`src/hdl/ccp_pkg.sv`:
```
// Shared types, codes and reset values for the compressor cycle protection block.
// Used by ccp_cfg_regs, ccp_core and compressor_cycle_protection_fsm.
package ccp_pkg;

    // Field and register widths
    localparam int TIMER_WIDTH_DEF = 24;
    localparam int CMD_W           = 3;
    localparam int TEMP_W          = 12;
    localparam int MODE_W          = 3;
    localparam int RUN_W           = 32;
    localparam int TICK_W          = 24;
    localparam int CFG_IDX_W       = 3;
    localparam int CFG_DATA_W      = 24;

    // Command codes
    localparam logic [CMD_W-1:0] CMD_TICK   = 3'd0;
    localparam logic [CMD_W-1:0] CMD_TEMP   = 3'd1;
    localparam logic [CMD_W-1:0] CMD_FAULT  = 3'd2;
    localparam logic [CMD_W-1:0] CMD_SET    = 3'd3;
    localparam logic [CMD_W-1:0] CMD_LOCK   = 3'd4;
    localparam logic [CMD_W-1:0] CMD_UNLOCK = 3'd5;
    localparam logic [CMD_W-1:0] CMD_REPORT = 3'd6;

    // Controller modes
    localparam logic [MODE_W-1:0] MODE_INIT  = 3'd0;
    localparam logic [MODE_W-1:0] MODE_WORK  = 3'd1;
    localparam logic [MODE_W-1:0] MODE_READY = 3'd2;
    localparam logic [MODE_W-1:0] MODE_REST  = 3'd3;
    localparam logic [MODE_W-1:0] MODE_CONT  = 3'd4;
    localparam logic [MODE_W-1:0] MODE_WAIT  = 3'd5;
    localparam logic [MODE_W-1:0] MODE_FAULT = 3'd6;

    // Configuration register indexes
    localparam logic [CFG_IDX_W-1:0] REG_POWER_ON  = 3'd0;
    localparam logic [CFG_IDX_W-1:0] REG_MAX_RUN   = 3'd1;
    localparam logic [CFG_IDX_W-1:0] REG_REST      = 3'd2;
    localparam logic [CFG_IDX_W-1:0] REG_MIN_OFF   = 3'd3;
    localparam logic [CFG_IDX_W-1:0] REG_LOW_LIMIT = 3'd4;
    localparam logic [CFG_IDX_W-1:0] REG_HIGH_LIMIT = 3'd5;

    // Register reset values
    localparam logic [TICK_W-1:0]        RST_POWER_ON  = 24'd30;
    localparam logic [TICK_W-1:0]        RST_MAX_RUN   = 24'd7200;
    localparam logic [TICK_W-1:0]        RST_REST      = 24'd600;
    localparam logic [TICK_W-1:0]        RST_MIN_OFF   = 24'd300;
    localparam logic signed [TEMP_W-1:0] RST_LOW_LIMIT  = -12'sd100;
    localparam logic signed [TEMP_W-1:0] RST_HIGH_LIMIT = 12'sd300;

    // One input word
    typedef struct packed {
        logic [CMD_W-1:0]         command;
        logic signed [TEMP_W-1:0] temperature;
        logic signed [TEMP_W-1:0] stop_setting;
        logic signed [TEMP_W-1:0] start_setting;
    } t_item;

    // One result word
    typedef struct packed {
        logic              compressor_on;
        logic [MODE_W-1:0] mode;
        logic              setting_rejected;
        logic              report_valid;
        logic [RUN_W-1:0]  run_time_report;
    } t_result;

    // Current register contents
    typedef struct packed {
        logic [TICK_W-1:0]        power_on_wait;
        logic [TICK_W-1:0]        max_run;
        logic [TICK_W-1:0]        rest;
        logic [TICK_W-1:0]        min_off;
        logic signed [TEMP_W-1:0] low_limit;
        logic signed [TEMP_W-1:0] high_limit;
    } t_cfg;

    // Power-on wait rewrite, seen by the core in the write cycle
    typedef struct packed {
        logic              reload;
        logic [TICK_W-1:0] ticks;
    } t_cfg_evt;

endpackage

```
`src/hdl/ccp_cfg_regs.sv`:
```
// Configuration register file of the compressor cycle protection block.
// Depends on ccp_pkg for register indexes, reset values and the t_cfg types.
module ccp_cfg_regs
    import ccp_pkg::*;
(
    input  logic                  i_clk,
    input  logic                  i_rst_n,
    input  logic                  i_cfg_valid,
    output logic                  o_cfg_ready,
    input  logic [CFG_IDX_W-1:0]  i_cfg_index,
    input  logic [CFG_DATA_W-1:0] i_cfg_data,
    output t_cfg                  o_cfg,
    output t_cfg_evt              o_cfg_evt
);

    t_cfg r_cfg;
    logic wr;

    // Always take a write
    assign o_cfg_ready = 1'b1;
    assign wr          = i_cfg_valid & o_cfg_ready;

    // Tell the core about a new power-on wait so it can reload its timer
    assign o_cfg_evt.reload = wr && (i_cfg_index == REG_POWER_ON);
    assign o_cfg_evt.ticks  = i_cfg_data[TICK_W-1:0];

    // Register writes; unknown indexes are dropped
    always_ff @(posedge i_clk) begin
        if (!i_rst_n) begin
            r_cfg.power_on_wait <= RST_POWER_ON;
            r_cfg.max_run       <= RST_MAX_RUN;
            r_cfg.rest          <= RST_REST;
            r_cfg.min_off       <= RST_MIN_OFF;
            r_cfg.low_limit     <= RST_LOW_LIMIT;
            r_cfg.high_limit    <= RST_HIGH_LIMIT;
        end else if (wr) begin
            unique case (i_cfg_index)
                REG_POWER_ON:   r_cfg.power_on_wait <= i_cfg_data[TICK_W-1:0];
                REG_MAX_RUN:    r_cfg.max_run       <= i_cfg_data[TICK_W-1:0];
                REG_REST:       r_cfg.rest          <= i_cfg_data[TICK_W-1:0];
                REG_MIN_OFF:    r_cfg.min_off       <= i_cfg_data[TICK_W-1:0];
                REG_LOW_LIMIT:  r_cfg.low_limit     <= $signed(i_cfg_data[TEMP_W-1:0]);
                REG_HIGH_LIMIT: r_cfg.high_limit    <= $signed(i_cfg_data[TEMP_W-1:0]);
                default: ;
            endcase
        end
    end

    assign o_cfg = r_cfg;

endmodule

```
`src/hdl/ccp_core.sv`:
```
// Controller state and next-state update for one word of the compressor block.
// Depends on ccp_pkg for codes, types and reset values.
module ccp_core
    import ccp_pkg::*;
#(
    parameter int TIMER_WIDTH = TIMER_WIDTH_DEF
) (
    input  logic     i_clk,
    input  logic     i_rst_n,
    input  logic     i_step,
    input  t_item    i_item,
    input  t_cfg     i_cfg,
    input  t_cfg_evt i_cfg_evt,
    output t_result  o_result
);

    // Clamp a tick count to the timer width
    function automatic logic [TIMER_WIDTH-1:0] sat_ticks(input logic [TICK_W-1:0] v);
        logic [31:0] v32;
        logic [31:0] lim32;
        v32   = 32'(v);
        lim32 = 32'({TIMER_WIDTH{1'b1}});
        return (v32 > lim32) ? TIMER_WIDTH'(lim32) : TIMER_WIDTH'(v32);
    endfunction

    logic [MODE_W-1:0]        r_mode,  n_mode;
    logic [TIMER_WIDTH-1:0]   r_tmr,   n_tmr;
    logic                     r_armed, n_armed;
    logic signed [TEMP_W-1:0] r_temp,  n_temp;
    logic                     r_flt,   n_flt;
    logic                     r_en,    n_en;
    logic                     r_band,  n_band;
    logic signed [TEMP_W-1:0] r_stop,  n_stop;
    logic signed [TEMP_W-1:0] r_start, n_start;
    logic [RUN_W-1:0]         r_run,   n_run;
    logic [RUN_W-1:0]         r_acc,   n_acc;

    logic [TIMER_WIDTH-1:0]   tmr_dec;
    logic                     do_eval;
    logic                     do_stop;
    logic                     do_start;
    logic [MODE_W-1:0]        stop_mode;
    logic [TICK_W-1:0]        stop_wait;
    logic [RUN_W:0]           acc_sum;
    logic                     rej;
    logic                     rvalid;
    logic [RUN_W-1:0]         rpt;

    // Timer counts down and stops at zero
    assign tmr_dec = (r_tmr != '0) ? r_tmr - 1'b1 : r_tmr;

    always_comb begin
        n_mode    = r_mode;
        n_tmr     = r_tmr;
        n_armed   = r_armed;
        n_temp    = r_temp;
        n_flt     = r_flt;
        n_en      = r_en;
        n_band    = r_band;
        n_stop    = r_stop;
        n_start   = r_start;
        n_run     = r_run;
        n_acc     = r_acc;
        do_eval   = 1'b0;
        do_stop   = 1'b0;
        do_start  = 1'b0;
        stop_mode = MODE_WAIT;
        stop_wait = i_cfg.min_off;
        acc_sum   = '0;
        rej       = 1'b0;
        rvalid    = 1'b0;
        rpt       = '0;

        // Apply the command
        unique case (i_item.command)
            CMD_TICK: begin
                if (r_mode == MODE_WORK && r_run != '1) begin
                    n_run = r_run + 1'b1;
                end
                if (r_armed) begin
                    n_tmr = tmr_dec;
                    if (tmr_dec == '0) begin
                        n_armed = 1'b0;
                        // Timer expiry
                        unique case (r_mode) inside
                            MODE_INIT, MODE_WAIT: begin
                                n_mode  = MODE_READY;
                                do_eval = 1'b1;
                            end
                            MODE_REST, MODE_FAULT: begin
                                n_mode  = MODE_CONT;
                                do_eval = 1'b1;
                            end
                            MODE_WORK: begin
                                do_stop   = 1'b1;
                                stop_mode = MODE_REST;
                                stop_wait = i_cfg.rest;
                            end
                            default: ;
                        endcase
                    end
                end
            end
            CMD_TEMP: begin
                n_flt   = 1'b0;
                n_temp  = i_item.temperature;
                do_eval = 1'b1;
            end
            CMD_FAULT: begin
                n_flt = 1'b1;
                if (r_mode == MODE_WORK) begin
                    do_stop   = 1'b1;
                    stop_mode = MODE_FAULT;
                end
            end
            CMD_SET: begin
                if (i_item.stop_setting < i_cfg.low_limit ||
                    i_item.start_setting > i_cfg.high_limit) begin
                    rej = 1'b1;
                end else begin
                    n_band = 1'b1;
                    if (i_item.stop_setting != r_stop || i_item.start_setting != r_start) begin
                        n_stop  = i_item.stop_setting;
                        n_start = i_item.start_setting;
                        do_eval = 1'b1;
                    end
                end
            end
            CMD_LOCK: begin
                n_en = 1'b0;
                if (r_mode == MODE_WORK) begin
                    do_stop = 1'b1;
                end
            end
            CMD_UNLOCK: begin
                n_en    = 1'b1;
                do_eval = 1'b1;
            end
            CMD_REPORT: begin
                rvalid = 1'b1;
                rpt    = r_acc;
                n_acc  = '0;
            end
            default: ;
        endcase

        // Re-evaluate the thermostat band
        if (do_eval && n_en && n_band && !n_flt && n_mode != MODE_INIT) begin
            if (n_mode == MODE_WORK && n_temp <= n_stop) begin
                do_stop = 1'b1;
            end else if ((n_mode == MODE_READY && n_temp >= n_start) ||
                         (n_mode == MODE_CONT && n_temp > n_stop)) begin
                do_start = 1'b1;
            end
        end

        // Stop or start a run
        if (do_stop) begin
            acc_sum = {1'b0, n_acc} + {1'b0, n_run};
            n_acc   = acc_sum[RUN_W] ? '1 : acc_sum[RUN_W-1:0];
            n_run   = '0;
            n_mode  = stop_mode;
            n_tmr   = sat_ticks(stop_wait);
            n_armed = 1'b1;
        end else if (do_start) begin
            n_mode  = MODE_WORK;
            n_run   = '0;
            n_tmr   = sat_ticks(i_cfg.max_run);
            n_armed = 1'b1;
        end
    end

    // Hold state; advance on a word, or reload the power-on wait on a write during it
    always_ff @(posedge i_clk) begin
        if (!i_rst_n) begin
            r_mode  <= MODE_INIT;
            r_tmr   <= sat_ticks(RST_POWER_ON);
            r_armed <= 1'b1;
            r_temp  <= '0;
            r_flt   <= 1'b0;
            r_en    <= 1'b0;
            r_band  <= 1'b0;
            r_stop  <= '0;
            r_start <= '0;
            r_run   <= '0;
            r_acc   <= '0;
        end else if (i_step) begin
            r_mode  <= n_mode;
            r_tmr   <= n_tmr;
            r_armed <= n_armed;
            r_temp  <= n_temp;
            r_flt   <= n_flt;
            r_en    <= n_en;
            r_band  <= n_band;
            r_stop  <= n_stop;
            r_start <= n_start;
            r_run   <= n_run;
            r_acc   <= n_acc;
        end else if (i_cfg_evt.reload && r_mode == MODE_INIT && r_armed) begin
            r_tmr <= sat_ticks(i_cfg_evt.ticks);
        end
    end

    assign o_result.compressor_on    = (n_mode == MODE_WORK);
    assign o_result.mode             = n_mode;
    assign o_result.setting_rejected = rej;
    assign o_result.report_valid     = rvalid;
    assign o_result.run_time_report  = rpt;

endmodule

```
`src/hdl/compressor_cycle_protection_fsm.sv`:
```
// Top level of the compressor thermostat controller with anti-short-cycle protection.
// Depends on ccp_pkg, ccp_cfg_regs and ccp_core.
//
// Usage:
//   Input channel (i_in_valid / o_in_stall) carries one command word: tick,
//   temperature sample, sensor error, threshold setting, lock, unlock or report.
//   Every word gives exactly one result word on the output channel
//   (o_out_valid / i_out_stall): compressor drive, mode, setting reject flag
//   and the run time report.
//   A word is taken into an input register, processed by the controller update
//   once the output register can take it, and written to the output register.
//   One word per cycle is sustained while the receiver does not stall.
//   When the receiver stalls, the output register holds its word and the input
//   register can still take one more word; o_in_stall rises only when both are
//   full.
//   Configuration writes (i_cfg_valid / o_cfg_ready, ready always high) must be
//   made by the user while the block is idle; the block does not enforce this.
//   Rewriting the power-on wait during that wait restarts it with the new value.
//   Reset (i_rst_n low, synchronous) empties both registers, loads the
//   register defaults and starts the power-on wait in init mode.
module compressor_cycle_protection_fsm
    import ccp_pkg::*;
#(
    parameter int TIMER_WIDTH = TIMER_WIDTH_DEF
) (
    input  logic                     i_clk,
    input  logic                     i_rst_n,
    // Input words
    input  logic                     i_in_valid,
    output logic                     o_in_stall,
    input  logic [CMD_W-1:0]         i_command,
    input  logic signed [TEMP_W-1:0] i_temperature,
    input  logic signed [TEMP_W-1:0] i_stop_setting,
    input  logic signed [TEMP_W-1:0] i_start_setting,
    // Result words
    output logic                     o_out_valid,
    input  logic                     i_out_stall,
    output logic                     o_compressor_on,
    output logic [MODE_W-1:0]        o_mode,
    output logic                     o_setting_rejected,
    output logic                     o_report_valid,
    output logic [RUN_W-1:0]         o_run_time_report,
    // Configuration writes
    input  logic                     i_cfg_valid,
    output logic                     o_cfg_ready,
    input  logic [CFG_IDX_W-1:0]     i_cfg_index,
    input  logic [CFG_DATA_W-1:0]    i_cfg_data
);

    t_cfg     cfg;
    t_cfg_evt cfg_evt;
    t_item    in_item;
    t_result  core_res;

    logic     r_in_vld;
    t_item    r_in_item;
    logic     r_out_vld;
    t_result  r_out;

    logic     can_out;
    logic     proc;
    logic     in_acc;

    ccp_cfg_regs u_cfg (
        .i_clk       (i_clk),
        .i_rst_n     (i_rst_n),
        .i_cfg_valid (i_cfg_valid),
        .o_cfg_ready (o_cfg_ready),
        .i_cfg_index (i_cfg_index),
        .i_cfg_data  (i_cfg_data),
        .o_cfg       (cfg),
        .o_cfg_evt   (cfg_evt)
    );

    ccp_core #(
        .TIMER_WIDTH (TIMER_WIDTH)
    ) u_core (
        .i_clk     (i_clk),
        .i_rst_n   (i_rst_n),
        .i_step    (proc),
        .i_item    (r_in_item),
        .i_cfg     (cfg),
        .i_cfg_evt (cfg_evt),
        .o_result  (core_res)
    );

    // Handshake: output register frees when empty or taken
    assign can_out    = !r_out_vld || !i_out_stall;
    assign proc       = r_in_vld && can_out;
    assign o_in_stall = r_in_vld && !can_out;
    assign in_acc     = i_in_valid && !o_in_stall;

    assign in_item.command       = i_command;
    assign in_item.temperature   = i_temperature;
    assign in_item.stop_setting  = i_stop_setting;
    assign in_item.start_setting = i_start_setting;

    // Valid flags of the two registers
    always_ff @(posedge i_clk) begin
        if (!i_rst_n) begin
            r_in_vld  <= 1'b0;
            r_out_vld <= 1'b0;
        end else begin
            if (in_acc) begin
                r_in_vld <= 1'b1;
            end else if (proc) begin
                r_in_vld <= 1'b0;
            end
            if (can_out) begin
                r_out_vld <= proc;
            end
        end
    end

    // Payload: capture input word, hold result while stalled
    always_ff @(posedge i_clk) begin
        if (in_acc) begin
            r_in_item <= in_item;
        end
        if (proc) begin
            r_out <= core_res;
        end
    end

    assign o_out_valid        = r_out_vld;
    assign o_compressor_on    = r_out.compressor_on;
    assign o_mode             = r_out.mode;
    assign o_setting_rejected = r_out.setting_rejected;
    assign o_report_valid     = r_out.report_valid;
    assign o_run_time_report  = r_out.run_time_report;

    // Compressor drive follows the work mode
    a_drive_mode: assert property (@(posedge i_clk) disable iff (!i_rst_n)
        o_out_valid |-> (o_compressor_on == (o_mode == MODE_WORK)))
        else $error("compressor drive does not match mode");

    // Report value only on a report word
    a_report_zero: assert property (@(posedge i_clk) disable iff (!i_rst_n)
        (o_out_valid && !o_report_valid) |-> (o_run_time_report == '0))
        else $error("run time report outside a report word");

    // A word cannot be both a rejected setting and a report
    a_one_cmd: assert property (@(posedge i_clk) disable iff (!i_rst_n)
        o_out_valid |-> !(o_setting_rejected && o_report_valid))
        else $error("reject and report on the same word");

    // A processed word shows up in the output register on the next edge
    a_pass: assert property (@(posedge i_clk) disable iff (!i_rst_n)
        proc |=> o_out_valid)
        else $error("processed word lost");

endmodule
```
`config.mk`:
```
export PLATFORM = sky130hd
export DESIGN_NAME = compressor_cycle_protection_fsm
export DESIGN_NICKNAME = d
export VERILOG_FILES = /design/src/hdl/ccp_pkg.sv /design/src/hdl/ccp_cfg_regs.sv /design/src/hdl/ccp_core.sv /design/src/hdl/compressor_cycle_protection_fsm.sv
export SDC_FILE = /design/constraint.sdc
export NUM_CORES = 1
export LEC_CHECK = 0
export BUFFER_PORTS_ARGS = -buffer_cell sky130_fd_sc_hd__buf_2
export CAP_MARGIN = 30
export CORE_ASPECT_RATIO = 2
export CORE_MARGIN = 3
export CORE_UTILIZATION = 35
export CTS_CLUSTER_DIAMETER = 30
export DETAILED_ROUTE_END_ITERATION = 10
export SLEW_MARGIN = 15
export SYNTH_ARGS = -nofsm -noshare
export SYNTH_HDL_FRONTEND = slang
export SYNTH_SLANG_ARGS = --single-unit
export TNS_END_PERCENT = 50
```
`constraint.sdc`:
```
create_clock -name i_clk -period 13.3 [get_ports i_clk]
set_input_delay 3.325 -clock i_clk [delete_from_list [all_inputs] [get_ports i_clk]]
set_output_delay 3.325 -clock i_clk [all_outputs]
set_load 0.05 [all_outputs]
```
# Yosys cells after proc, flatten, opt, wreduce, memory -nomap -nowiden
# Cells that the tools add are included.
# word_totals
latch_bits,0
n_memories,0
regBits,306
mem_bits_ro,0
ram_bits,0
in_bits,71
wordCells,167
output_inout_bits,41
# op_classes
n_addsub,3
shifts,0
n_mul,0
muxes,64
n_lt_le_gt_ge,5
n_div,0
n_reduce_logical,44
bitwise_logic,0
n_eq_ne,24
# ops
cell,count
$mux W24,11
$mux W32,7
$mux W12,7
$add A32 B32 Y33,1
$add A32 B1 Y32 const B,1
$ne A32 B32 Y1 const B,1
$eq A3 B3 Y1 const B,8
$gt A12 B12 Y1,2
$logic_not A24 Y1,1
$mux W1,24
$mux W3,8
$ne A12 B12 Y1,2
$reduce_bool A24 Y1,1
$sub A24 B1 Y24 const B,1
$eq A3 B2 Y1 const B,6
$eq A3 B1 Y1 const B,5
$logic_and A1 B1 Y1,14
$ge A12 B12 Y1,1
$le A12 B12 Y1,1
$lt A12 B12 Y1,1
$pmux W3 S2,2
$reduce_and A2 Y1,6
$logic_not A3 Y1,3
$ne A4 B1 Y1 const B,2
other kinds (10),24

# Longest topological paths before layout
# Gate-level depths: netlist of run 1.
# logic_depth
word_depth,15
ltp_mapped,24
depth_no_buf,20

# Cells and area by module
# Synthesis of run 1 repeated with hierarchy kept, for this count alone.
# unflattened
cells_unflattened,2056
hier_area_um2,18745.5
# modules_own_cells
module,instances,area_each_um2,seq_area_each_um2,cells_each
ccp_core,1,11607.4,2622.5,1511
ccp_cfg_regs,1,4742.0,2402.3,460
compressor_cycle_protection_fsm,1,2396.0,2352.3,85

# Worst setup path before layout of run 1
# No wires, ideal clock.
# synth_timing
path_kind,input to output
from,input port i_out_stall
to,output port o_in_stall
t_arrival_ps,3806
cell_stages,1
setup_slack_ps,6169
required_ps,9975
n_path_buf,0
path_cell_list,and3_1
# synth_via
elab_chain_len,4
# synth_rtl
item,line,rtl
from (decl),compressor_cycle_protection_fsm.sv:37,"input logic i_out_stall,"
$logic_not A1 Y1,compressor_cycle_protection_fsm.sv:88,assign can_out = !r_out_vld || !i_out_stall;
$logic_or A1 B1 Y1,compressor_cycle_protection_fsm.sv:88,
$logic_not A1 Y1,compressor_cycle_protection_fsm.sv:90,assign o_in_stall = r_in_vld && !can_out;
$logic_and A1 B1 Y1,compressor_cycle_protection_fsm.sv:90,
to (decl),compressor_cycle_protection_fsm.sv:30,"output logic o_in_stall,"
# Every way passes these cells.

# Worst setup path in the final report of run 1
# Same ends and word-level chain as after synthesis.

==> impl_metrics.csv, run 1 <==
group,metric,value,unit
yosys,synthCells,2014,
clock_tree,cts.htree.levels,2,
timing,tightestPinTransition,1010,ps
timing,rsz0062_at_grt,"no",
critical_path,cp-start-kind,"input port",
critical_path,critical_path.n_buffers_inverters,2,
timing,hold_violations,0,
finish,layout.nets,2233,
run,max_cap_violations,0,
grt,grt_pass1_vias,15000,
grt,grt_start_max_net_pins,98,
placed_design,placement.setup.worst_slack,6010,ps
critical_path,worstPathCellList,"buf_2, and3_1, buf_2",
placed_design,io_buffer_count,110,
clock_tree,cts.sinks,306,
critical_path,critPathArrivalTime,3960,ps
detailed_routing,routedWlPerCell,18.4,microns
floorplanning,die-area,51600,sq um
finish,layout.cells.most_common,"nand2_1",
yosys,synth_top_flop_cell,"dfxtp_1",
yosys,synth-seq-area-share,40.4,%
min_path,hp-class,"flop to flop",
detailed_routing,drc_errors,0,
critical_path,r2r_setup_slack,6780,ps
yosys,yosysUniqueCellTypes,81,
clock_tree,clkLatencyLatePin,580,ps
clock_tree,cts_resized,0,
placed_design,cell_area_placed,18200,sq um
timing,setup_ws,6020,ps
yosys,synth_async_sr_flop_share,0,%
power_and_ir_drop,max-vdd-ir-drop,0.134,mV
finish,stdcell_area,19800,sq um
detailed_routing,drt.antenna.violating_nets,0,
yosys,postSynthRegisterBits,306,
clock_tree,number_of_buffers_added_by_the_clock_tree_synthesis_step,46,
timing,slew_viol_final,0,
yosys,post_synth_net_total,2167,
critical_path,cpPeakStageDelay,290,ps
detailed_routing,drtIter0Drc,754,
detailed_routing,via_count,15100,
critical_path,critical-path-top-delay-family,"buffers and inverters",
timing,totalNegativeSetupSlack,0,ps
floorplanning,chipWidth,162,microns
grt,grt_overflow_total,0,
grt,groute.usage.overall,19.3,%
floorplanning,row_count,113,
critical_path,crit_required,9970,ps
timing,max-slew-margin-rel,32.5,%
timing,min_period,7280,ps
clock_tree,cts_post_setup_buffers_inserted,0,
placed_design,placed_cells_incl_taps,2662,
yosys,mean_area_per_synthesized_cell,8.48,sq um
grt,antenna_found_initial,2,
yosys,post_synth_instance_area,17100,sq um
timing,hold_slack,449,ps
critical_path,cpMostUsedCell,"buf_2",
finish,area_growth_syn_to_fin,16.0,%
detailed_routing,dr.pass1.iters,5,
detailed_routing,routed_via_count_divided_by_cell_count,5.49,
detailed_routing,route.final.wire_length,50.6,mm
critical_path,cp-end-kind,"primary output",
timing,fmax,137,MHz
floorplanning,design.core.area,47900,sq um
grt,grt_first_pass_wirelength,80.2,mm
finish,final-instance-count-excl-fill,2751,
finish,final_cell_mix,"314 x nand2_1, 229 x dfxtp_1, 179 x a21oi_1, 134 x nor2_1, 110 x buf_2",
clock_tree,largest_buffer_count_on_any_clock_path,3,
critical_path,timing.setup.critical_path_class,"input port to primary output",
floorplanning,boundaryPins,112,
floorplanning,floorplan.die.height,318,microns
yosys,edff_count_synth,77,
power_and_ir_drop,leakage,8.00,nW
timing,clk_skew,33.2,ps
placed_design,globalplace.congestion,0.917,
clock_tree,holdBufCountCts,0,
clock_tree,cts.clk_slew.worst_paths,60,ps
finish,post_route_cells_drive_above_1_share,12.4,%
outcome,status,"finished, final reports clean",
power_and_ir_drop,report.power.total,2.52,mW
critical_path,crit_path_max_fanout,3,
finish,final_util,41.3,%
critical_path,critical_path.slowest_cell,"buf_2",
clock_tree,tritoncts,"built",
clock_tree,cts-root-buf,"clkbuf_16",
timing,final-setup-viol-count,0,
timing,finalCritPeriodShare,54.8,%
placed_design,hpwl,36.3,mm
power_and_ir_drop,pwr_density_cell,127,nW/um^2
floorplanning,initial_core_util,35.6,%
yosys,ys_warn_count,0,
## synthesized netlist by cell type (18+ instances only)
| master | number | area share (%) |
|---|---|---|
| nand2_1 | 315 | 6.9 |
| dfxtp_1 | 229 | 27 |
| a21oi_1 | 179 | 5.2 |
| nor2_1 | 135 | 3.0 |
| clkbuf_1 | 87 | 1.9 |
| nand3_1 | 85 | 2.5 |
| ha_1 | 81 | 5.9 |
| inv_1 | 80 | 1.8 |
| edfxtp_1 | 77 | 14 |
| o21ai_0 | 62 | 1.8 |
| and2_1 | 60 | 2.2 |
| xnor2_1 | 53 | 2.7 |
| nor3_1 | 46 | 1.3 |
| o211ai_1 | 40 | 1.8 |
| xor2_1 | 38 | 1.9 |
| a211oi_1 | 37 | 1.6 |
| mux2i_1 | 35 | 2.1 |
| a31oi_1 | 30 | 1.1 |
| nand4_1 | 25 | 0.92 |
| a21o_1 | 21 | 0.92 |
| nand2b_1 | 18 | 0.66 |
## flip-flops by register name, summed over array words and instances (netlist names), 3 cells and up
signal / flops
u_cfg.o_cfg: 96
u_core.r_acc: 32
u_core.r_start: 12
u_core.r_temp: 12
u_core.r_stop: 12
u_core.r_run: 32
r_in_item: 39
o_mode: 3
u_core.r_mode: 3
u_core.r_tmr: 24
o_run_time_report: 32
## worst paths after layout
kind	start	endpoint	depth (start not counted)
worst max-delay path	i_out_stall	o_in_stall	3
worst min-delay path	u_cfg.o_cfg[48]$_SDFFE_PN0P_	u_cfg.o_cfg[48]$_SDFFE_PN0P_	2
worst max register to register	r_in_item[37]$_DFFE_PP_	u_core.r_acc[26]$_SDFFE_PN0P_	18
worst min register to register	u_cfg.o_cfg[48]$_SDFFE_PN0P_	u_cfg.o_cfg[48]$_SDFFE_PN0P_	2
## layer usage
metal	routed length [microns]	vias up	global-route usage (%)
li1	-	7387	-
met1	18400	7143	20.0
met2	27200	417	36.4
met3	1900	144	2.07
met4	3140	0	11.8
met5	0	-	0
## kinds of logic after synthesis
| group | Yosys count | share of synthesized area (%) |
|---|---|---|
| compound gates | 500 | 19.2 |
| xor+xnor | 91 | 4.67 |
| fa+ha+maj | 82 | 6.05 |
| buf+inv | 201 | 4.81 |
| flops | 306 | 40.4 |
| mux | 53 | 3.24 |
| other cells | 1 | 0.0220 |
| simple gates | 780 | 21.6 |
## cell type report
class	instances	area (sq um)
multi-input combinational	1507	9380
inverter	81	312
fill	4771	28100
timing repair buffer	138	801
clock inverter	33	440
antenna	2	5.00
clock buffer	52	1180
tap	632	791
sequential	306	6900
## worst reg2reg max path, delay by kind of cell, from the launching register on
family	cells	cell delay (ps)
compound gates	7	2380
simple gates	7	2720
fa+ha+maj	1	330
buf+inv	2	310
flops	1	510
xor+xnor	1	180
## power by group
| group | internal [mW] | switching (mW) |
|---|---|---|
| Clock | 0.749 | 0.506 |
| Sequential | 0.987 | 0.0295 |
| Combinational | 0.0861 | 0.160 |
| Total | 1.82 | 0.696 |
No activity file was read; power rests on OpenSTA's default activity.
==> run 2, diff against run 1 <==
--- a/config.mk
+++ b/config.mk
@@ -5,6 +5,7 @@
 export SDC_FILE = /design/constraint.sdc
 export NUM_CORES = 1
 export LEC_CHECK = 0
+export ABC_AREA = 1
 export BUFFER_PORTS_ARGS = -buffer_cell sky130_fd_sc_hd__buf_2
 export CAP_MARGIN = 30
 export CORE_ASPECT_RATIO = 2
==> constraint.sdc (replaced) <==
create_clock -name i_clk -period 6.05 [get_ports i_clk]
set_input_delay 1.5125 -clock i_clk [delete_from_list [all_inputs] [get_ports i_clk]]
set_output_delay 1.5125 -clock i_clk [all_outputs]
set_load 0.05 [all_outputs]
==> run 2 against run 1 <==
  * Final cell count increased by 22%
  * First-iteration DRC count increased by 55%
  * Cell area is 7.3% higher
  * Routed wire length up 19%
  * Largest power group unchanged
  * Combinational power rose to 2.8 times the previous value
  * Clock skew up 58 ps
  * Worst hold slack worse by 4.7 ps
  * Synthesized area up 6.0%
  * Die area up 5.8%
==> impl_metrics.csv, run 2 <==
group,metric,value,unit
yosys,synth.cells.most_frequent,"578 x nand2_1, 324 x inv_1, 273 x a21oi_1",
timing,hold_violations,0,
yosys,post_synth_instance_area,18100,sq um
critical_path,critical_path.n_buffers_inverters,2,
timing,totalNegativeSetupSlack,0,ps
finish,post_route_cells_drive_above_1_share,11.7,%
finish,layout.cells.most_common,"nand2_1",
clock_tree,cts_resized,0,
timing,rsz0062_at_grt,"no",
floorplanning,die-area,54600,sq um
clock_tree,cts.htree.levels,2,
yosys,synth_top_flop_cell,"dfxtp_1",
grt,grt_overflow_total,0,
detailed_routing,via_count,17400,
detailed_routing,routedWlPerCell,18.1,microns
detailed_routing,drtIter0Drc,1170,
placed_design,cell_area_placed,19200,sq um
finish,ff_latch_area,6900,sq um
yosys,muxShareOfSynthArea,1.28,%
timing,slew_viol_final,0,
detailed_routing,dr.pass1.iters,5,
floorplanning,design.core.area,51100,sq um
power_and_ir_drop,max-vdd-ir-drop,0.278,mV
grt,groute.usage.overall,21.4,%
grt,grt_pass1_vias,17200,
outcome,status,"finished, final reports clean",
critical_path,cpMostUsedCell,"nand2_1",
run,max_cap_violations,0,
power_and_ir_drop,leakage,9.90,nW
placed_design,globalplace.congestion,0.946,
clock_tree,cts-root-buf,"clkbuf_16",
yosys,synth.area.top_cells,"dfxtp_1 25%, edfxtp_1 13%, nand2_1 12%, a21oi_1 7.6%, inv_1 6.7%",
yosys,post-synth-top-area-fraction,25.3,%
critical_path,worst_r2r_startpoint,"r_in_item[21]$_DFFE_PP_",
critical_path,critical_path.slowest_cell,"a21oi_1",
clock_tree,holdBufCountCts,0,
yosys,synth_top_area_cell,"dfxtp_1",
timing,clk_skew,91.4,ps
floorplanning,chipWidth,167,microns
floorplanning,floorplan.die.height,328,microns
critical_path,crit_path_max_fanout,25,
timing,min_period,5560,ps
yosys,yosys.area_share.simple,25.4,%
finish,area_growth_syn_to_fin,17.4,%
min_path,hold-path-cell-count,2,
yosys,yosysUniqueCellTypes,46,
yosys,mean_area_per_synthesized_cell,7.07,sq um
finish,final_util,41.6,%
timing,hold_slack,444,ps
placed_design,hpwl,44.7,mm
timing,final-setup-viol-count,0,
yosys,ys_warn_count,0,
clock_tree,tritoncts,"built",
finish,multi_input_area,9440,sq um
clock_tree,cts.clk_slew.worst_paths,60,ps
critical_path,cp-end-kind,"flop",
power_and_ir_drop,pwr_density_cell,298,nW/um^2
critical_path,regToRegEndpoint,"u_core.r_tmr[15]$_SDFFE_PN0P_",
critical_path,critical-path-top-delay-family,"simple AND/OR/NAND/NOR gates",
floorplanning,boundaryPins,112,
clock_tree,cts.sinks,306,
critical_path,cpPeakStageDelay,500,ps
finish,final-instance-count-excl-fill,3344,
critical_path,rr_worst_depth,26,
yosys,synth-seq-area-share,38.1,%
timing,setup_ws,494,ps
yosys,post_synth_net_total,2711,
detailed_routing,drt.antenna.violating_nets,0,
min_path,worst_hold_path.endpoint,"u_cfg.o_cfg[56]$_SDFFE_PN0P_",
detailed_routing,drc_errors,0,
finish,final_cell_mix,"577 x nand2_1, 323 x inv_1, 273 x a21oi_1, 244 x nor2_1, 229 x dfxtp_1",
finish,fillers,5240,
clock_tree,number_of_buffers_added_by_the_clock_tree_synthesis_step,56,
finish,layout.nets,2795,
power_and_ir_drop,report.power.total,6.32,mW
detailed_routing,route.final.wire_length,60.5,mm
detailed_routing,routed_via_count_divided_by_cell_count,5.20,
min_path,hp-class,"flop to flop",
yosys,postSynthRegisterBits,306,
yosys,xor_and_xnor_area_share_after_synthesis,3.44,%
placed_design,placed_cells_incl_taps,3237,
min_path,worst_hold_startpoint,"u_cfg.o_cfg[56]$_SDFFE_PN0P_",
timing,tightestPinTransition,857,ps
placed_design,placement.setup.worst_slack,573,ps
placed_design,io_buffer_count,110,
critical_path,cp-start-kind,"flop",
yosys,combinational_family_with_the_most_area_after_synthesis,"simple AND/OR/NAND/NOR gates",
finish,largest_register_ffs,96,
grt,grt_first_pass_wirelength,92.6,mm
timing,fmax,180,MHz
yosys,synthCells,2558,
timing,max-slew-margin-rel,42.8,%
finish,stdcell_area,21200,sq um
clock_tree,clkLatencyLatePin,640,ps
clock_tree,largest_buffer_count_on_any_clock_path,3,
floorplanning,initial_core_util,35.4,%
timing,finalCritPeriodShare,91.8,%
grt,antenna_found_initial,0,
yosys,edff_count_synth,77,
yosys,yosys.area_share.adder,5.71,%
finish,final_antenna_diode_count,0,
yosys,synth_compound_gate_area_share,16.2,%
yosys,synth_async_sr_flop_share,0,%
clock_tree,cts_post_setup_buffers_inserted,0,
yosys,most_frequent_cell_after_synthesis,"nand2_1",
floorplanning,row_count,117,
grt,grt_start_max_net_pins,82,
critical_path,r2r_setup_slack,490,ps
critical_path,crit_required,6480,ps
critical_path,critPathArrivalTime,5990,ps
critical_path,timing.setup.critical_path_class,"flop to flop",
## run 2: cell count changes in the layout (fill, tap and decap cells not counted), moves of 22 or more
cell	delta
nor2_1	+110
and2_1	-59
nand2_1	+263
nand3_1	+59
o21ai_0	+114
or2_2	+22
xnor2_1	-22
inv_1	+244
a21oi_1	+94
a31oi_1	-24
nor3_1	-26
a211oi_1	-37
## run 2: final cells by class
class | instances | share of cell area (%)
Clock buffer | 56 | 6.60
Multi-Input combinational cell | 1810 | 44.4
Tap cell | 654 | 3.85
Inverter | 327 | 5.79
Timing Repair Buffer | 141 | 3.73
Sequential cell | 306 | 32.5
Clock inverter | 50 | 3.13
## run 2: cells by family (layout without fill, tap and decap cells)
kind of cell             Yosys count  in the layout
AND/OR/NAND/NOR                 1089           1089
AO/OA/AOI/OAI                    544            544
buffers and inverters            442            574
flip-flops                       306            306
adder cells (fa/ha/maj)           82             82
XOR/XNOR                          71             71
multiplexers                      23             23
other                              1              1
## run 2: worst max-delay path by stage
stage | from | endpoint | slack (ps) | cells after the start
after floorplan | r_in_item[11]$_DFFE_PP_ | u_core.r_tmr[21]$_SDFFE_PN0P_ | 1730 | 29
after global placement | r_in_item[9]$_DFFE_PP_ | u_core.r_tmr[15]$_SDFFE_PN0P_ | 620 | 31
after detailed placement | r_in_item[21]$_DFFE_PP_ | u_core.r_tmr[15]$_SDFFE_PN0P_ | 570 | 26
after CTS | r_in_item[21]$_DFFE_PP_ | u_core.r_tmr[15]$_SDFFE_PN0P_ | 500 | 26
after global routing | u_core.r_run[15]$_SDFFE_PN0P_ | u_core.r_acc[12]$_SDFFE_PN0P_ | 70 | 26
final | r_in_item[21]$_DFFE_PP_ | u_core.r_tmr[15]$_SDFFE_PN0P_ | 490 | 26
## run 2: power by group
group	leakage [nW]	total, mW	switching (mW)	internal, mW
Sequential	2.61	2.24	0.0576	2.18
Combinational	6.31	0.687	0.479	0.209
Clock	0.986	3.40	1.29	2.11
Total	9.90	6.32	1.83	4.50
## run 2: routing by layer
| layer | part of all wire (%) | up-vias | GRT usage [%] |
|---|---|---|---|
| li1 | - | 8576 | - |
| met1 | 35 | 8069 | 21.1 |
| met2 | 53 | 529 | 40.7 |
| met3 | 3.8 | 225 | 2.37 |
| met4 | 8.4 | 0 | 15.7 |
| met5 | 0 | - | 0 |
## run 2: worst min-delay path: stages (launching register included)
cell	delay (ps)
dfxtp_1	290
inv_1	50
a21oi_1	50
==> run 3, diff against run 2 <==
--- a/config.mk
+++ b/config.mk
@@ -6,6 +6,7 @@
 export NUM_CORES = 1
 export LEC_CHECK = 0
 export ABC_AREA = 1
+export ABC_CLOCK_PERIOD_IN_PS = 4500
 export BUFFER_PORTS_ARGS = -buffer_cell sky130_fd_sc_hd__buf_2
 export CAP_MARGIN = 30
 export CORE_ASPECT_RATIO = 2
==> constraint.sdc (replaced) <==
create_clock -name i_clk -period 4.5 [get_ports i_clk]
set_input_delay 1.125 -clock i_clk [delete_from_list [all_inputs] [get_ports i_clk]]
set_output_delay 1.125 -clock i_clk [all_outputs]
set_load 0.05 [all_outputs]
==> run 3 against run 2 <==
  * The run now ends with setup timing left
  * Sequential share of layout area down 4.1 points
  * Maximum frequency up 20%
  * Worst hold slack better by 3.0 ps
  * Register-to-register slack worse by 610 ps
  * Die area unchanged
  * First-iteration DRC count down 5.6%
  * Routed wire length up 7.9%
  * Sequential power up 34%
  * Clock-buffer cell count down 3
==> impl_metrics.csv, run 3 (same netlist as run 2, synthesis figures left out) <==
group,metric,value,unit
timing,tightestPinTransition,997,ps
outcome,violated_checks,"setup timing",
finish,post_route_cells_drive_above_1_share,24.1,%
finish,final_util,47.6,%
critical_path,critical_path.slowest_cell,"edfxtp_1",
floorplanning,row_count,117,
clock_tree,cts.htree.levels,2,
timing,hold_slack,447,ps
grt,antenna_found_initial,0,
outcome,status,"finished, violations left",
finish,multi_input_area,10600,sq um
grt,groute.usage.overall,22.5,%
critical_path,cp-start-kind,"flop",
timing,setup_ws,-118,ps
placed_design,hpwl,46.8,mm
floorplanning,floorplan.die.height,328,microns
run,max_cap_violations,0,
grt,grt_overflow_total,0,
floorplanning,design.core.area,51100,sq um
timing,totalNegativeSetupSlack,-2920,ps
power_and_ir_drop,pwr_density_cell,354,nW/um^2
critical_path,cp-end-kind,"flop",
placed_design,placed_cells_incl_taps,3404,
power_and_ir_drop,max-vdd-ir-drop,0.433,mV
detailed_routing,drtIter0Drc,1104,
floorplanning,initial_core_util,35.4,%
finish,layout.nets,3012,
clock_tree,number_of_buffers_added_by_the_clock_tree_synthesis_step,53,
finish,largest_register_ffs,96,
timing,min_period,4620,ps
timing,clk_skew,38.5,ps
timing,fmax,217,MHz
finish,layout.cells.most_common,"nand2_1",
grt,grt_first_pass_wirelength,97.3,mm
detailed_routing,drt.antenna.violating_nets,0,
finish,stdcell_area,24300,sq um
detailed_routing,dr.pass1.iters,7,
clock_tree,tritoncts,"built",
timing,rsz0062_at_grt,"yes",
finish,ff_latch_area,6900,sq um
clock_tree,cts.sinks,306,
grt,grt_pass1_vias,18400,
power_and_ir_drop,leakage,11.2,nW
critical_path,crit_path_max_fanout,8,
critical_path,crit_required,4960,ps
clock_tree,largest_buffer_count_on_any_clock_path,3,
timing,slew_viol_final,0,
finish,final_antenna_diode_count,0,
grt,grt_start_max_net_pins,138,
timing,hold_violations,0,
finish,final-instance-count-excl-fill,3557,
floorplanning,die-area,54600,sq um
clock_tree,holdBufCountCts,0,
detailed_routing,drc_errors,0,
finish,area_growth_syn_to_fin,34.5,%
timing,max-slew-margin-rel,33.5,%
placed_design,placement.setup.worst_slack,-424,ps
critical_path,cpMostUsedCell,"buf_4",
min_path,hp-class,"flop to flop",
floorplanning,chipWidth,167,microns
critical_path,cpPeakStageDelay,440,ps
critical_path,critPathArrivalTime,5080,ps
power_and_ir_drop,report.power.total,8.60,mW
timing,finalCritPeriodShare,103,%
placed_design,io_buffer_count,110,
critical_path,timing.setup.critical_path_class,"flop to flop",
detailed_routing,route.final.wire_length,65.2,mm
detailed_routing,routedWlPerCell,18.3,microns
timing,final-setup-viol-count,58,
clock_tree,clkLatencyLatePin,600,ps
finish,fillers,4933,
placed_design,globalplace.congestion,0.980,
floorplanning,boundaryPins,112,
clock_tree,cts.clk_slew.worst_paths,60,ps
placed_design,cell_area_placed,20600,sq um
detailed_routing,routed_via_count_divided_by_cell_count,5.18,
finish,final_cell_mix,"559 x nand2_1, 316 x inv_1, 235 x nor2_1, 228 x dfxtp_1, 225 x a21oi_1",
detailed_routing,via_count,18400,
clock_tree,cts-root-buf,"clkbuf_16",
run 3: cell count changes in the layout (fill, tap and decap cells not counted), sizes merged:
cell,delta
buf,+216
clkinv,-2
clkinvlp,-2
clkbuf,+1
run 3: layout make-up:
cell class	instances	share of cell area, %
inverter	327	5.06
multi-input combinational	1810	43.4
timing repair buffer	361	12.0
clock inverter	46	2.40
tap	654	3.36
clock buffer	53	5.45
sequential	306	28.4
run 3: layer usage:
layer | wire (microns) | track usage, % | up-vias
li1 | - | - | 9025
met1 | 22700 | 22.1 | 8560
met2 | 34200 | 42.3 | 581
met3 | 2550 | 2.52 | 248
met4 | 5690 | 17.3 | 0
met5 | 0 | 0 | -
run 3: power by group:
group,switching (mW),internal (mW),total (mW),leakage [nW]
Combinational,0.776,0.490,1.27,7.67
Sequential,0.0747,2.93,3.01,2.61
Clock,1.64,2.70,4.33,0.924
run 3: final timing paths:
kind                            cells after the start                    startpoint                           end  slack, ps
worst min-delay path                                2  u_cfg.o_cfg[59]$_SDFFE_PN0P_  u_cfg.o_cfg[59]$_SDFFE_PN0P_        450
worst max register to register                     31       r_in_item[11]$_DFFE_PP_  u_core.r_tmr[2]$_SDFFE_PN1P_       -120
worst max-delay path                               31       r_in_item[11]$_DFFE_PP_  u_core.r_tmr[2]$_SDFFE_PN1P_       -120
worst min register to register                      2  u_cfg.o_cfg[59]$_SDFFE_PN0P_  u_cfg.o_cfg[59]$_SDFFE_PN0P_        450
run 3: critical path, delay by kind of cell, from the launching register on:
family,cells,cell delay (ps)
xor+xnor,2,270
flops,1,440
simple gates,12,1260
mux,1,240
compound gates,6,670
buf+inv,9,1320
fa+ha+maj,1,280
run 3: what timing repair did:
| action | CTS | global route |
|---|---|---|
| endpoints found under the setup margin | 94 | 96 |
| buffers inserted | 25 | 22 |
| gates cloned | 2 | 6 |
| resized for setup | 114 | 178 |
| pin swaps | 41 | 57 |
